===== config.mk =====
export PLATFORM = sky130hd
export DESIGN_NAME = rexab_mul
export DESIGN_NICKNAME = d
export VERILOG_FILES = /design/src/rtl/rexab_pkg.sv /design/src/rtl/rexab_mul.sv
export SDC_FILE = /design/constraint.sdc
export NUM_CORES = 2
export LEC_CHECK = 0
export BUFFER_PORTS_ARGS = -buffer_cell sky130_fd_sc_hd__buf_2
export CAP_MARGIN = 20
export CORE_UTILIZATION = 30
export DETAILED_ROUTE_END_ITERATION = 10
export SYNTH_ARGS = -nofsm -noshare
export SYNTH_HDL_FRONTEND = slang
export SYNTH_SLANG_ARGS = --single-unit

===== constraint.sdc =====
create_clock -name clock -period 8.45 [get_ports clock]
set_input_delay 1.69 -clock clock [delete_from_list [all_inputs] [get_ports clock]]
set_output_delay 1.69 -clock clock [all_outputs]
set_load 0.02 [all_outputs]

===== src/rtl/rexab_pkg.sv =====
// Shared types, selector codes and constants for the execute stage.
// No dependencies; every other rtl file refers to this package by scope.
`timescale 1ns / 1ps
`default_nettype none
package rexab_pkg;

   localparam int DATA_WIDTH = 32;
   localparam int MUL_LAT    = 3;
   localparam int DIV_LAT    = DATA_WIDTH + 2;

   typedef enum logic [5:0] {
      F_ADD = 6'd0, F_ADDU = 6'd1, F_ADDIU = 6'd2, F_SUB = 6'd3, F_SUBU = 6'd4,
      F_MUL = 6'd5, F_MULU = 6'd6, F_DIV = 6'd7, F_DIVU = 6'd8, F_MUL2 = 6'd9,
      F_MULU2 = 6'd10, F_DIV2 = 6'd11, F_DIVU2 = 6'd12, F_XOR = 6'd13,
      F_XORU = 6'd14, F_NEG = 6'd15, F_NEGU = 6'd16, F_REM = 6'd17,
      F_REMU = 6'd18, F_LI = 6'd19, F_SEQ = 6'd20, F_SGE = 6'd21, F_SGT = 6'd22,
      F_SLE = 6'd23, F_SLT = 6'd24, F_SNE = 6'd25, F_B = 6'd26, F_BEQ = 6'd27,
      F_BNE = 6'd28, F_BGE = 6'd29, F_BLE = 6'd30, F_BGT = 6'd31, F_BLT = 6'd32,
      F_BEQZ = 6'd33, F_BNEZ = 6'd34, F_BGEZ = 6'd35, F_BLEZ = 6'd36,
      F_BGTZ = 6'd37, F_BLTZ = 6'd38, F_J = 6'd39, F_JR = 6'd40, F_JAL = 6'd41,
      F_JALR = 6'd42, F_LA = 6'd43, F_LB = 6'd44, F_LH = 6'd45, F_LW = 6'd46,
      F_SB = 6'd47, F_SH = 6'd48, F_SW = 6'd49, F_MOVE = 6'd50, F_MFHI = 6'd51,
      F_MFLO = 6'd52, F_NOP = 6'd53, F_SYSCALL = 6'd54
   } func_type;

   typedef enum logic [3:0] {
      K_NONE = 4'd0, K_REG = 4'd1, K_HILO = 4'd2, K_LINK = 4'd3, K_LOAD = 4'd4,
      K_STORE = 4'd5, K_PRINT_INT = 4'd6, K_PRINT_STR = 4'd7, K_READ_INT = 4'd8,
      K_READ_STR = 4'd9, K_SBRK = 4'd10, K_EXIT = 4'd11, K_EXIT_CODE = 4'd12
   } kind_type;

   typedef enum logic [2:0] {
      CLS_ALU = 3'd0, CLS_MUL_LO = 3'd1, CLS_MUL_HL = 3'd2, CLS_DIV_Q = 3'd3,
      CLS_DIV_QR = 3'd4, CLS_REM = 3'd5
   } cls_type;

   localparam logic [DATA_WIDTH-1:0] PC_REG = 32'd34;
   localparam logic [DATA_WIDTH-1:0] SYS_PRINT_INT = 32'd1;
   localparam logic [DATA_WIDTH-1:0] SYS_PRINT_STR = 32'd4;
   localparam logic [DATA_WIDTH-1:0] SYS_READ_INT  = 32'd5;
   localparam logic [DATA_WIDTH-1:0] SYS_READ_STR  = 32'd8;
   localparam logic [DATA_WIDTH-1:0] SYS_SBRK      = 32'd9;
   localparam logic [DATA_WIDTH-1:0] SYS_EXIT      = 32'd10;
   localparam logic [DATA_WIDTH-1:0] SYS_EXIT_CODE = 32'd17;
   localparam logic [1:0] ARG_LABEL = 2'd3;
   localparam logic [2:0] SIZE_BYTE = 3'd1;
   localparam logic [2:0] SIZE_HALF = 3'd2;
   localparam logic [2:0] SIZE_WORD = 3'd4;

   typedef struct packed {
      logic [5:0]                   func;
      logic signed [DATA_WIDTH-1:0] operand_a;
      logic signed [DATA_WIDTH-1:0] operand_b;
      logic signed [DATA_WIDTH-1:0] operand_c;
      logic [1:0]                   arg_count;
   } req_type;

   typedef struct packed {
      logic [3:0]                   result_kind;
      logic signed [DATA_WIDTH-1:0] out_first;
      logic signed [DATA_WIDTH-1:0] out_second;
      logic [2:0]                   out_third;
      logic                         div_by_zero;
   } rsp_type;

   typedef struct packed {
      cls_type cls;
      rsp_type rsp;
   } alu_res_type;

   typedef struct packed {
      logic                  qneg;
      logic                  rneg;
      logic                  dz;
      logic [DATA_WIDTH-1:0] raw;
   } div_meta_type;

endpackage
`default_nettype wire


===== src/rtl/rexab_mul.sv =====
// Three-stage 32x32 multiplier, signed or unsigned, full 64-bit product.
// Unsigned core product with a sign correction on the hi word; uses rexab_pkg.
`timescale 1ns / 1ps
`default_nettype none
module rexab_mul (
   input  wire logic                             clock,
   input  wire logic [rexab_pkg::DATA_WIDTH-1:0] op_a,
   input  wire logic [rexab_pkg::DATA_WIDTH-1:0] op_b,
   input  wire logic                             is_signed,
   output logic [rexab_pkg::DATA_WIDTH-1:0]      lo_ff,
   output logic [rexab_pkg::DATA_WIDTH-1:0]      hi_ff
);
   localparam int W = rexab_pkg::DATA_WIDTH;
   logic [W-1:0]   a_ff, b_ff;
   logic           sgn_ff;
   logic [2*W-1:0] prod_ff, prod_in;
   logic [W-1:0]   corr_ff, corr_in;

   // Signed product hi = unsigned hi - (a<0 ? b : 0) - (b<0 ? a : 0).
   assign prod_in = {{W{1'b0}}, a_ff} * {{W{1'b0}}, b_ff};
   assign corr_in = ((sgn_ff && a_ff[W-1]) ? b_ff : '0) + ((sgn_ff && b_ff[W-1]) ? a_ff : '0);

   always_ff @(posedge clock) begin
      a_ff    <= op_a;
      b_ff    <= op_b;
      sgn_ff  <= is_signed;
      prod_ff <= prod_in;
      corr_ff <= corr_in;
      lo_ff   <= prod_ff[W-1:0];
      hi_ff   <= prod_ff[2*W-1:W] - corr_ff;
   end
endmodule
`default_nettype wire


==> impl_metrics.py <==
metrics = {
    "synthesis": {
        "yosysMostFrequentCell": "inv_1",
        "synth_common_cells": "inv_1, fa_1, and2_1",
        "syn_avg_cell_area_um2": 9.246,
        "netlist_area_um2": 41690,
        "synth_cells": 4509,
        "synthFlopType": "dfxtp_1",
        "synth_edf_count": 0,
        "ys_top_cells_by_area": "fa_1, dfxtp_1, ha_1",
        "yosysSeqAreaShare": 0.1080,
        "synth_top_area_cell": "fa_1",
        "ys_async_sr_fraction": 0,
        "synth_top_area_frac": 0.4312,
        "synth-seq-cells": 225,
        "ys_warn_count": 0,
        "syn_nets": 5798,
        "synth_cell_types": 70,
    },
    "global_route": {
        "antenna_found_initial": 12,
        "grt_pass1_vias": 32220,
        "grtUsageTotal": 0.1741,
        "grt_overflow_total": 0,
        "grt_max_degree": 63,
        "grt_pass1_wl_mm": 189.3,
    },
    "worst_setup_path": {
        "arrival_ps": 8800,
        "critPathLaunchType": "flop",
        "timing.rr.end": "prod_ff[33]",
        "cp.required_ps": 8940,
        "end_kind": "flop",
        "r2r.worst_path.cells": 22,
        "worstSetupStartpoint": "b_ff[2]",
        "critPathMaxFanout": 19,
        "r2r_slack_ps": 140,
        "r2r-start": "b_ff[2]",
        "path_class": "reg2reg",
        "crit_end": "prod_ff[33]",
    },
    "floorplanning": {
        "fp.dieW_um": 374.8,
        "coreArea_um2": 137700,
        "fp.dieH_um": 374.8,
        "initial_core_util": 0.3028,
        "fp-row-count": 136,
        "fp.dieArea_um2": 140500,
        "io_pins": 130,
    },
    "clocking": {
        "cts_buffers": 27,
        "cts_root_buf": "clkbuf_16",
        "cts_tree": "done",
        "clk_pin_slew_ps": 80,
        "post_cts_resized": 0,
        "hold_buffers": 0,
        "cts_setup_buffers": 0,
        "h-tree-depth": 1,
        "numClockSinks": 225,
        "insertion_delay_ps": 610,
        "clockBufferDepth": 3,
    },
    "detailed_routing": {
        "wl_per_cell_um": 18.95,
        "drc": 0,
        "via_per_inst": 4.786,
        "final_antenna_net_count": 0,
        "wl_mm": 120.8,
        "vias": 30520,
        "drt_iter0_markers": 1976,
        "drtPass1Iterations": 5,
    },
    "place": {
        "io_buffers": 129,
        "dp_hpwl_mm": 99.74,
        "place_area_um2": 44860,
        "place.gp.congestion": 0.9342,
    },
    "finish": {
        "nNetsFinal": 5848,
        "design_area_um2": 45840,
        "drive_above_1_share": 0.07227,
        "synthToLayoutAreaGrowth_pct": 9.961,
    },
    "timing": {
        "tns_ps": 0,
        "fin_crit_sh": 0.9833,
        "drv_slew": 0,
        "fin_skew_ps": 29.67,
        "period_minus_slack_ps": 8309,
        "setup_viol": 0,
        "grt_setup_unrepaired": "false",
        "max_freq_ghz": 0.1204,
        "slew_headroom": 0.2421,
        "worst_pin_slew_ps": 1108,
        "hold_violations": 0,
    },
    "flow_run": {
        "drv_cap": 0,
    },
    "status": {
        "run_status": "complete, no violations",
    },
    "min_path": {
        "hp-class": "reg2reg",
    },
}
## worst min path at each step
stage / from / endpoint / slack (ps) / cells after the start
floorplan: prod_ff[0] / lo_ff[0] / 310 / 0
global placement: prod_ff[8] / lo_ff[8] / 310 / 0
detailed placement: prod_ff[27] / lo_ff[27] / 310 / 0
CTS: prod_ff[27] / lo_ff[27] / 330 / 0
global route: prod_ff[31] / lo_ff[31] / 330 / 0
finish: prod_ff[27] / lo_ff[27] / 330 / 0
## sequential cells by signal (all words and copies together), names as in the netlist
register	count
hi_ff	32
b_ff	32
lo_ff	32
sgn_ff	1
corr_ff	32
a_ff	32
prod_ff	64
## per-layer routing
layer  part of all wire  vias up  wire length, um  global-route usage
li1                   -    13540                -                   -
met1               0.42    15830            50960              0.2268
met2               0.48      916            58500              0.2984
met3              0.048      227             5775             0.01669
met4              0.046        2             5546             0.06380
met5            0.00039        -               47                   0
## through the flow
step,setup slack (ps),hold slack (ps),util,std cells
floorplan,1563,309.6,-,4509
global placement,227.5,310.5,0.3257,6323
detailed placement,267.7,312.1,0.3259,6324
CTS,216.6,326.6,0.3329,6374
global route,2.668,331.5,0.3329,6374
finish,141.0,326.5,0.3330,6377
## critical path, cell delays in order, from the launching register on
cell,delay [ps]
dfxtp_1,900
buf_4,370
and2_1,190
fa_1,390
inv_1,140
fa_1,450
fa_1,500
fa_1,550
inv_1,40
ha_1,260
ha_1,290
fa_1,500
fa_1,420
ha_1,410
nand3_1,100
a21boi_0,640
o311a_1,430
nor3_2,100
o21bai_1,460
a31oi_1,250
o21bai_1,370
a31oi_1,150
xnor2_1,260
## kinds of logic after synthesis
group | count (synthesis) | synth area share
simple gates | 1370 | 0.1699
compound gates | 385 | 0.06117
flops | 225 | 0.1080
fa+ha+maj | 1223 | 0.5288
xor+xnor | 118 | 0.02479
mux | 2 | 0.0004802
buf+inv | 1186 | 0.1068
## cell usage in the layout, fill, tap and decap left out, drive strengths merged, types with 20 or more instances in the layout
master  count
nand2     528
xnor2      76
o21ai      68
inv       960
xor2       42
and2      594
o21bai     27
a21oi     130
a21o       57
nor3       20
nor2       54
buf       253
ha        325
dfxtp     225
clkbuf     34
nand3      34
and3       73
fa        898
## area by class of cell
type                    instances  area [um^2]
diodes                          3        7.507
clock buffers                  34        762.0
clock inverters                16        210.2
fillers                     14230        91820
inverters                     954         3581
multi-input cells            3098        32730
flip-flops and latches        225         4509
well taps                    1794         2245
repair buffers                253         1797
Power is not shown: default switching activity piles up to over one toggle a cycle in this logic, so the estimate is an artifact.
