<file path="src/rtl/rexab_pkg.sv">
// Shared types, selector codes and constants for the execute stage.
// No dependencies; every other rtl file refers to this package by scope.
`timescale 1ns / 1ps
`default_nettype none
package rexab_pkg;

   localparam int DATA_WIDTH = 32;
   localparam int MUL_LAT    = 3;
   localparam int DIV_LAT    = DATA_WIDTH + 2;

   typedef enum logic [5:0] {
      F_ADD = 6'd0, F_ADDU = 6'd1, F_ADDIU = 6'd2, F_SUB = 6'd3, F_SUBU = 6'd4,
      F_MUL = 6'd5, F_MULU = 6'd6, F_DIV = 6'd7, F_DIVU = 6'd8, F_MUL2 = 6'd9,
      F_MULU2 = 6'd10, F_DIV2 = 6'd11, F_DIVU2 = 6'd12, F_XOR = 6'd13,
      F_XORU = 6'd14, F_NEG = 6'd15, F_NEGU = 6'd16, F_REM = 6'd17,
      F_REMU = 6'd18, F_LI = 6'd19, F_SEQ = 6'd20, F_SGE = 6'd21, F_SGT = 6'd22,
      F_SLE = 6'd23, F_SLT = 6'd24, F_SNE = 6'd25, F_B = 6'd26, F_BEQ = 6'd27,
      F_BNE = 6'd28, F_BGE = 6'd29, F_BLE = 6'd30, F_BGT = 6'd31, F_BLT = 6'd32,
      F_BEQZ = 6'd33, F_BNEZ = 6'd34, F_BGEZ = 6'd35, F_BLEZ = 6'd36,
      F_BGTZ = 6'd37, F_BLTZ = 6'd38, F_J = 6'd39, F_JR = 6'd40, F_JAL = 6'd41,
      F_JALR = 6'd42, F_LA = 6'd43, F_LB = 6'd44, F_LH = 6'd45, F_LW = 6'd46,
      F_SB = 6'd47, F_SH = 6'd48, F_SW = 6'd49, F_MOVE = 6'd50, F_MFHI = 6'd51,
      F_MFLO = 6'd52, F_NOP = 6'd53, F_SYSCALL = 6'd54
   } func_type;

   typedef enum logic [3:0] {
      K_NONE = 4'd0, K_REG = 4'd1, K_HILO = 4'd2, K_LINK = 4'd3, K_LOAD = 4'd4,
      K_STORE = 4'd5, K_PRINT_INT = 4'd6, K_PRINT_STR = 4'd7, K_READ_INT = 4'd8,
      K_READ_STR = 4'd9, K_SBRK = 4'd10, K_EXIT = 4'd11, K_EXIT_CODE = 4'd12
   } kind_type;

   typedef enum logic [2:0] {
      CLS_ALU = 3'd0, CLS_MUL_LO = 3'd1, CLS_MUL_HL = 3'd2, CLS_DIV_Q = 3'd3,
      CLS_DIV_QR = 3'd4, CLS_REM = 3'd5
   } cls_type;

   localparam logic [DATA_WIDTH-1:0] PC_REG = 32'd34;
   localparam logic [DATA_WIDTH-1:0] SYS_PRINT_INT = 32'd1;
   localparam logic [DATA_WIDTH-1:0] SYS_PRINT_STR = 32'd4;
   localparam logic [DATA_WIDTH-1:0] SYS_READ_INT  = 32'd5;
   localparam logic [DATA_WIDTH-1:0] SYS_READ_STR  = 32'd8;
   localparam logic [DATA_WIDTH-1:0] SYS_SBRK      = 32'd9;
   localparam logic [DATA_WIDTH-1:0] SYS_EXIT      = 32'd10;
   localparam logic [DATA_WIDTH-1:0] SYS_EXIT_CODE = 32'd17;
   localparam logic [1:0] ARG_LABEL = 2'd3;
   localparam logic [2:0] SIZE_BYTE = 3'd1;
   localparam logic [2:0] SIZE_HALF = 3'd2;
   localparam logic [2:0] SIZE_WORD = 3'd4;

   typedef struct packed {
      logic [5:0]                   func;
      logic signed [DATA_WIDTH-1:0] operand_a;
      logic signed [DATA_WIDTH-1:0] operand_b;
      logic signed [DATA_WIDTH-1:0] operand_c;
      logic [1:0]                   arg_count;
   } req_type;

   typedef struct packed {
      logic [3:0]                   result_kind;
      logic signed [DATA_WIDTH-1:0] out_first;
      logic signed [DATA_WIDTH-1:0] out_second;
      logic [2:0]                   out_third;
      logic                         div_by_zero;
   } rsp_type;

   typedef struct packed {
      cls_type cls;
      rsp_type rsp;
   } alu_res_type;

   typedef struct packed {
      logic                  qneg;
      logic                  rneg;
      logic                  dz;
      logic [DATA_WIDTH-1:0] raw;
   } div_meta_type;

endpackage
`default_nettype wire

</file>
<file path="src/rtl/rexab_alu.sv">
// Registered decode and ALU: arithmetic, compares, branches, loads/stores, syscalls.
// Tags divide and multiply ops with a class for the final merge; uses rexab_pkg.
`timescale 1ns / 1ps
`default_nettype none
module rexab_alu (
   input  wire logic             clock,
   input  wire rexab_pkg::req_type     req,
   output rexab_pkg::alu_res_type      res_ff
);
   rexab_pkg::alu_res_type res_in;
   logic [rexab_pkg::DATA_WIDTH-1:0] a, b, c, addr;
   logic signed [rexab_pkg::DATA_WIDTH-1:0] sa, sb, sc;
   logic take;

   assign a = req.operand_a;
   assign b = req.operand_b;
   assign c = req.operand_c;
   assign sa = req.operand_a;
   assign sb = req.operand_b;
   assign sc = req.operand_c;
   assign addr = (req.arg_count == rexab_pkg::ARG_LABEL) ? b : b + c;

   always_comb begin
      res_in = '0;
      res_in.cls = rexab_pkg::CLS_ALU;
      take = 1'b0;
      unique case (req.func)
         rexab_pkg::F_ADD, rexab_pkg::F_ADDU, rexab_pkg::F_ADDIU: begin
            res_in.rsp.result_kind = rexab_pkg::K_REG;
            res_in.rsp.out_first = a;
            res_in.rsp.out_second = b + c;
         end
         rexab_pkg::F_SUB, rexab_pkg::F_SUBU: begin
            res_in.rsp.result_kind = rexab_pkg::K_REG;
            res_in.rsp.out_first = a;
            res_in.rsp.out_second = b - c;
         end
         rexab_pkg::F_MUL, rexab_pkg::F_MULU: begin
            res_in.cls = rexab_pkg::CLS_MUL_LO;
            res_in.rsp.result_kind = rexab_pkg::K_REG;
            res_in.rsp.out_first = a;
         end
         rexab_pkg::F_DIV, rexab_pkg::F_DIVU: begin
            res_in.cls = rexab_pkg::CLS_DIV_Q;
            res_in.rsp.result_kind = rexab_pkg::K_REG;
            res_in.rsp.out_first = a;
         end
         rexab_pkg::F_MUL2, rexab_pkg::F_MULU2: begin
            res_in.cls = rexab_pkg::CLS_MUL_HL;
            res_in.rsp.result_kind = rexab_pkg::K_HILO;
         end
         rexab_pkg::F_DIV2, rexab_pkg::F_DIVU2: begin
            res_in.cls = rexab_pkg::CLS_DIV_QR;
            res_in.rsp.result_kind = rexab_pkg::K_HILO;
         end
         rexab_pkg::F_XOR, rexab_pkg::F_XORU: begin
            res_in.rsp.result_kind = rexab_pkg::K_REG;
            res_in.rsp.out_first = a;
            res_in.rsp.out_second = b ^ c;
         end
         rexab_pkg::F_NEG, rexab_pkg::F_NEGU: begin
            res_in.rsp.result_kind = rexab_pkg::K_REG;
            res_in.rsp.out_first = a;
            res_in.rsp.out_second = '0 - b;
         end
         rexab_pkg::F_REM, rexab_pkg::F_REMU: begin
            res_in.cls = rexab_pkg::CLS_REM;
            res_in.rsp.result_kind = rexab_pkg::K_REG;
            res_in.rsp.out_first = a;
         end
         rexab_pkg::F_LI, rexab_pkg::F_LA, rexab_pkg::F_MOVE, rexab_pkg::F_MFHI,
         rexab_pkg::F_MFLO: begin
            res_in.rsp.result_kind = rexab_pkg::K_REG;
            res_in.rsp.out_first = a;
            res_in.rsp.out_second = b;
         end
         rexab_pkg::F_SEQ, rexab_pkg::F_SGE, rexab_pkg::F_SGT, rexab_pkg::F_SLE,
         rexab_pkg::F_SLT, rexab_pkg::F_SNE: begin
            res_in.rsp.result_kind = rexab_pkg::K_REG;
            res_in.rsp.out_first = a;
            unique case (req.func)
               rexab_pkg::F_SEQ: res_in.rsp.out_second[0] = (sb == sc);
               rexab_pkg::F_SGE: res_in.rsp.out_second[0] = (sb >= sc);
               rexab_pkg::F_SGT: res_in.rsp.out_second[0] = (sb > sc);
               rexab_pkg::F_SLE: res_in.rsp.out_second[0] = (sb <= sc);
               rexab_pkg::F_SLT: res_in.rsp.out_second[0] = (sb < sc);
               default:          res_in.rsp.out_second[0] = (sb != sc);
            endcase
         end
         rexab_pkg::F_B, rexab_pkg::F_J, rexab_pkg::F_JR: begin
            take = 1'b1;
            res_in.rsp.out_second = a;
         end
         rexab_pkg::F_BEQ, rexab_pkg::F_BNE, rexab_pkg::F_BGE, rexab_pkg::F_BLE,
         rexab_pkg::F_BGT, rexab_pkg::F_BLT: begin
            res_in.rsp.out_second = c;
            unique case (req.func)
               rexab_pkg::F_BEQ: take = (sa == sb);
               rexab_pkg::F_BNE: take = (sa != sb);
               rexab_pkg::F_BGE: take = (sa >= sb);
               rexab_pkg::F_BLE: take = (sa <= sb);
               rexab_pkg::F_BGT: take = (sa > sb);
               default:          take = (sa < sb);
            endcase
         end
         rexab_pkg::F_BEQZ, rexab_pkg::F_BNEZ, rexab_pkg::F_BGEZ, rexab_pkg::F_BLEZ,
         rexab_pkg::F_BGTZ, rexab_pkg::F_BLTZ: begin
            res_in.rsp.out_second = b;
            unique case (req.func)
               rexab_pkg::F_BEQZ: take = (sa == 0);
               rexab_pkg::F_BNEZ: take = (sa != 0);
               rexab_pkg::F_BGEZ: take = (sa >= 0);
               rexab_pkg::F_BLEZ: take = (sa <= 0);
               rexab_pkg::F_BGTZ: take = (sa > 0);
               default:           take = (sa < 0);
            endcase
         end
         rexab_pkg::F_JAL, rexab_pkg::F_JALR: begin
            res_in.rsp.result_kind = rexab_pkg::K_LINK;
            res_in.rsp.out_first = a;
            res_in.rsp.out_second = b;
         end
         rexab_pkg::F_LB, rexab_pkg::F_LH, rexab_pkg::F_LW: begin
            res_in.rsp.result_kind = rexab_pkg::K_LOAD;
            res_in.rsp.out_first = a;
            res_in.rsp.out_second = addr;
            res_in.rsp.out_third = (req.func == rexab_pkg::F_LB) ? rexab_pkg::SIZE_BYTE :
               ((req.func == rexab_pkg::F_LH) ? rexab_pkg::SIZE_HALF : rexab_pkg::SIZE_WORD);
         end
         rexab_pkg::F_SB, rexab_pkg::F_SH, rexab_pkg::F_SW: begin
            res_in.rsp.result_kind = rexab_pkg::K_STORE;
            res_in.rsp.out_first = a;
            res_in.rsp.out_second = addr;
            res_in.rsp.out_third = (req.func == rexab_pkg::F_SB) ? rexab_pkg::SIZE_BYTE :
               ((req.func == rexab_pkg::F_SH) ? rexab_pkg::SIZE_HALF : rexab_pkg::SIZE_WORD);
         end
         rexab_pkg::F_SYSCALL: begin
            unique case (a)
               rexab_pkg::SYS_PRINT_INT: begin
                  res_in.rsp.result_kind = rexab_pkg::K_PRINT_INT;
                  res_in.rsp.out_first = b;
               end
               rexab_pkg::SYS_PRINT_STR: begin
                  res_in.rsp.result_kind = rexab_pkg::K_PRINT_STR;
                  res_in.rsp.out_first = b;
               end
               rexab_pkg::SYS_READ_INT: res_in.rsp.result_kind = rexab_pkg::K_READ_INT;
               rexab_pkg::SYS_READ_STR: begin
                  res_in.rsp.result_kind = rexab_pkg::K_READ_STR;
                  res_in.rsp.out_first = b;
                  res_in.rsp.out_second = c;
               end
               rexab_pkg::SYS_SBRK: begin
                  res_in.rsp.result_kind = rexab_pkg::K_SBRK;
                  res_in.rsp.out_first = b;
               end
               rexab_pkg::SYS_EXIT: res_in.rsp.result_kind = rexab_pkg::K_EXIT;
               rexab_pkg::SYS_EXIT_CODE: begin
                  res_in.rsp.result_kind = rexab_pkg::K_EXIT_CODE;
                  res_in.rsp.out_first = b;
               end
               default: res_in.rsp.result_kind = rexab_pkg::K_NONE;
            endcase
         end
         default: res_in.rsp = '0;
      endcase
      // Taken branch writes the target to the pc register; not taken drops out.
      if (take) begin
         res_in.rsp.result_kind = rexab_pkg::K_REG;
         res_in.rsp.out_first = rexab_pkg::PC_REG;
      end else if (res_in.rsp.result_kind == rexab_pkg::K_NONE) begin
         res_in.rsp = '0;
      end
   end

   always_ff @(posedge clock) begin
      res_ff <= res_in;
   end
endmodule
`default_nettype wire

</file>
<file path="config.mk">
export PLATFORM = sky130hd
export DESIGN_NAME = rexab_alu
export DESIGN_NICKNAME = d
export VERILOG_FILES = /design/src/rtl/rexab_pkg.sv /design/src/rtl/rexab_alu.sv
export SDC_FILE = /design/constraint.sdc
export NUM_CORES = 1
export LEC_CHECK = 0
export ABC_AREA = 1
export BUFFER_PORTS_ARGS = -buffer_cell sky130_fd_sc_hd__buf_2
export CAP_MARGIN = 15
export CORE_MARGIN = 2
export CORE_UTILIZATION = 35
export DETAILED_ROUTE_END_ITERATION = 10
export REMOVE_ABC_BUFFERS = 1
export SLEW_MARGIN = 20
export SYNTH_ARGS = -nofsm -noshare
export SYNTH_HDL_FRONTEND = slang
export SYNTH_SLANG_ARGS = --single-unit
</file>
<file path="constraint.sdc">
create_clock -name clock -period 2.7 [get_ports clock]
set_input_delay 0.27 -clock clock [delete_from_list [all_inputs] [get_ports clock]]
set_output_delay 0.27 -clock clock [all_outputs]
set_load 0.01 [all_outputs]
</file>
==> results.toml <==
[status]
outcome = "completed"

[place]
port_buffers = 178
dp_hpwl_um = 42800
gp_congestion = 1.06
placedCellCount = 2495
dpl_cell_area_sq_um = 12900

[layout]
final_cell_count_no_fill = 2511
largest_reg_flops = 74
mostFrequentLayoutCell = "nand2_1"
largest_register = "res_ff"
final_area_sq_um = 13300
nNetsFinal = 2325
final_cell_mix = "nand2_1 (453), inv_1 (220), nor2_1 (208)"
drive_above_1_share_pct = 21.3
n_antenna_cell = 0
area_growth_pct = 29.3
biggestRegsByFlops = "res_ff: 74 flops"

[logic_synthesis]
muxShareOfSynthArea_pct = 0
yosysSeqAreaShare_pct = 14.4
ys_seq_elements = 74
synth_area_per_cell_sq_um = 5.77
synth-adder-area-share_pct = 12.1
yosys.area_share.simple_pct = 38.6
netlist_instances = 1778
synth_edf_count = 0
syn-cell-area_sq_um = 10300
synth_compound_area_share_pct = 22.4
synthArstFlopShare_pct = 0
synth_cell_type_count = 55
synth_top_family_by_area = "simple AND/OR/NAND/NOR gates"
yosysWarnings = 0
synth_xor_area_share_pct = 0.768
synth-main-ff-cell = "dfxtp_1"

[pwr]
ir_worst_vdd_mv = 0.286
p_leak_nw = 6.83
finalPower_mw = 5.19
power_density_nw_per_um2 = 391

[worst_setup_path]
crit_chain = "buf_2 -> inv_1 -> ha_1 -> nand2_1 -> nor2_1 -> nand4_1 -> nor3_2 -> buf_4 -> nand2_1 -> nand2_1 -> o211ai_1 -> a21oi_1 -> nand2_1 -> nand2_2 -> nand2_4 -> buf_12 -> nand2_1 -> nand2_1"
cp_slowest_cell = "ha_1"
cp.arrival_ps = 2770
cp-startpoint = "req[41]"
worst-path-buf-inv = 4
crit_path_end_kind = "register"
worstSetupPathType = "in -> reg"
cpLargestDelayFamily = "simple AND/OR/NAND/NOR gates"
critPathLaunchType = "input port"
path_max_fanout = 23
worstPathRequired_ps = 2950
critPathMaxStageDelay_ps = 290
cpMostUsedCell = "nand2_1"

[routing]
antenna_left = 0
num_vias = 14000
viasPerCell = 5.58
wl_per_cell_um = 20.7
dr.pass1.iters = 8
drc = 0
drt_iter0_drc = 1519
wirelength_um = 52000

[sta]
relSlewSlack_pct = 53.0
final-hold-violation-count = 0
period_needed_ps = 2520
post-route-period-util_pct = 93.2
final_max_slew_viol_count = 0
max_slew.worst_pin.slew_ps = 705
rsz0062_at_grt = "no"
fmax_mhz = 398
fin_setup_tns_ps = 0
setup_viol = 0
whs_ps = 149

[die]
core_sq_um = 28800
pin_count = 180
die_h_um = 175
start_util_pct = 35.7
dieArea_sq_um = 30700
die_x_um = 175
rows = 62

[clocking]
ctsLongestPathBuffers = 2
cts_root_buf = "clkbuf_16"
cts_made_buffers = 9
cts_hold_buf = 0
clk_pin_slew_ps = 70
cts_tree = "done"
htreeDepth = 3
cts.sinks = 74

[global_routing]
grt_pass1_wl_um = 76300
track_usage_pct = 33.1
grt_max_degree = 33
grt_remaining_overflow = 0
antenna_found_initial = 2
grt_pass1_vias = 13200

[worst_hold_path]
worstHoldStart = "req[73]"
min_path_cells = 2
min_to = "res_ff[43]"
hold_class = "in -> reg"

[flow_run]
maxCapViolCount = 0
Yosys cell counts (11+ instances only):
master / n / share of area, %
o21ai_0: 97 / 4.7
o21bai_1: 11 / 0.80
nor3_1: 34 / 1.7
a21oi_1: 134 / 6.5
a32o_1: 30 / 2.9
nand3_1: 150 / 7.3
nor2_1: 209 / 7.6
nand4_1: 45 / 2.7
dfxtp_1: 74 / 14
o2111ai_1: 11 / 0.94
clkbuf_1: 11 / 0.40
o22ai_1: 12 / 0.73
o21ai_1: 16 / 0.78
buf_2: 29 / 1.4
inv_1: 220 / 8.0
nand2_1: 453 / 17
ha_1: 96 / 12
a22oi_1: 17 / 1.2
inv_2: 15 / 0.55
through the flow:
step,utilization [%],worst slack [ps]
after detailed placement,44.9,-173
after CTS,46.0,206
after global placement,44.9,-211
after global routing,46.1,17.2
final,46.1,185
after floorplan,-,-70.9
final cells by class:
class / instances / area [sq um]
Multi-Input combinational cell: 1414 / 7610
Tap cell: 384 / 480
Fill cell: 3132 / 15500
Clock inverter: 6 / 91.3
Inverter: 236 / 888
Clock buffer: 10 / 229
Sequential cell: 74 / 1480
Timing Repair Buffer: 387 / 2500
logic make-up after synthesis:
group                      count (synthesis)
adders and majority gates                 98
other                                      1
DFF                                       74
xor gates and xnor gates                   9
buffers and inverters                    290
AOI/OAI and AO/OA                        378
and+or+nand+nor                          928
worst max-delay path by stage:
stage | end | slack [ps] | depth (start not counted)
after floorplan | res_ff[35] | -70 | 15
after global placement | res_ff[23] | -210 | 18
after detailed placement | res_ff[20] | -170 | 19
after CTS | res_ff[20] | 210 | 19
after global routing | res_ff[35] | 20 | 16
final | res_ff[34] | 180 | 18
per-layer routing:
metal	track usage (%)	up-vias	share of wire, %
met2	49.7	826	42
li1	-	6685	-
met1	44.8	6391	42
met4	15.0	2	4.2
met5	0	-	0.013
met3	7.71	118	12
what timing repair did:
item                                    in CTS  in global routing
endpoints found under the hold margin        0                  0
buffers inserted                             0                  0
endpoints found under the setup margin       0                 32
resized for setup                            0                  5
power by group:
part | total [mW] | internal, mW | switching, mW
Sequential | 1.28 | 1.24 | 0.0396
Combinational | 2.53 | 0.932 | 1.60
Clock | 1.38 | 0.812 | 0.571
Total | 5.19 | 2.98 | 2.21
Note: power is estimated with default switching activity, not from simulation.
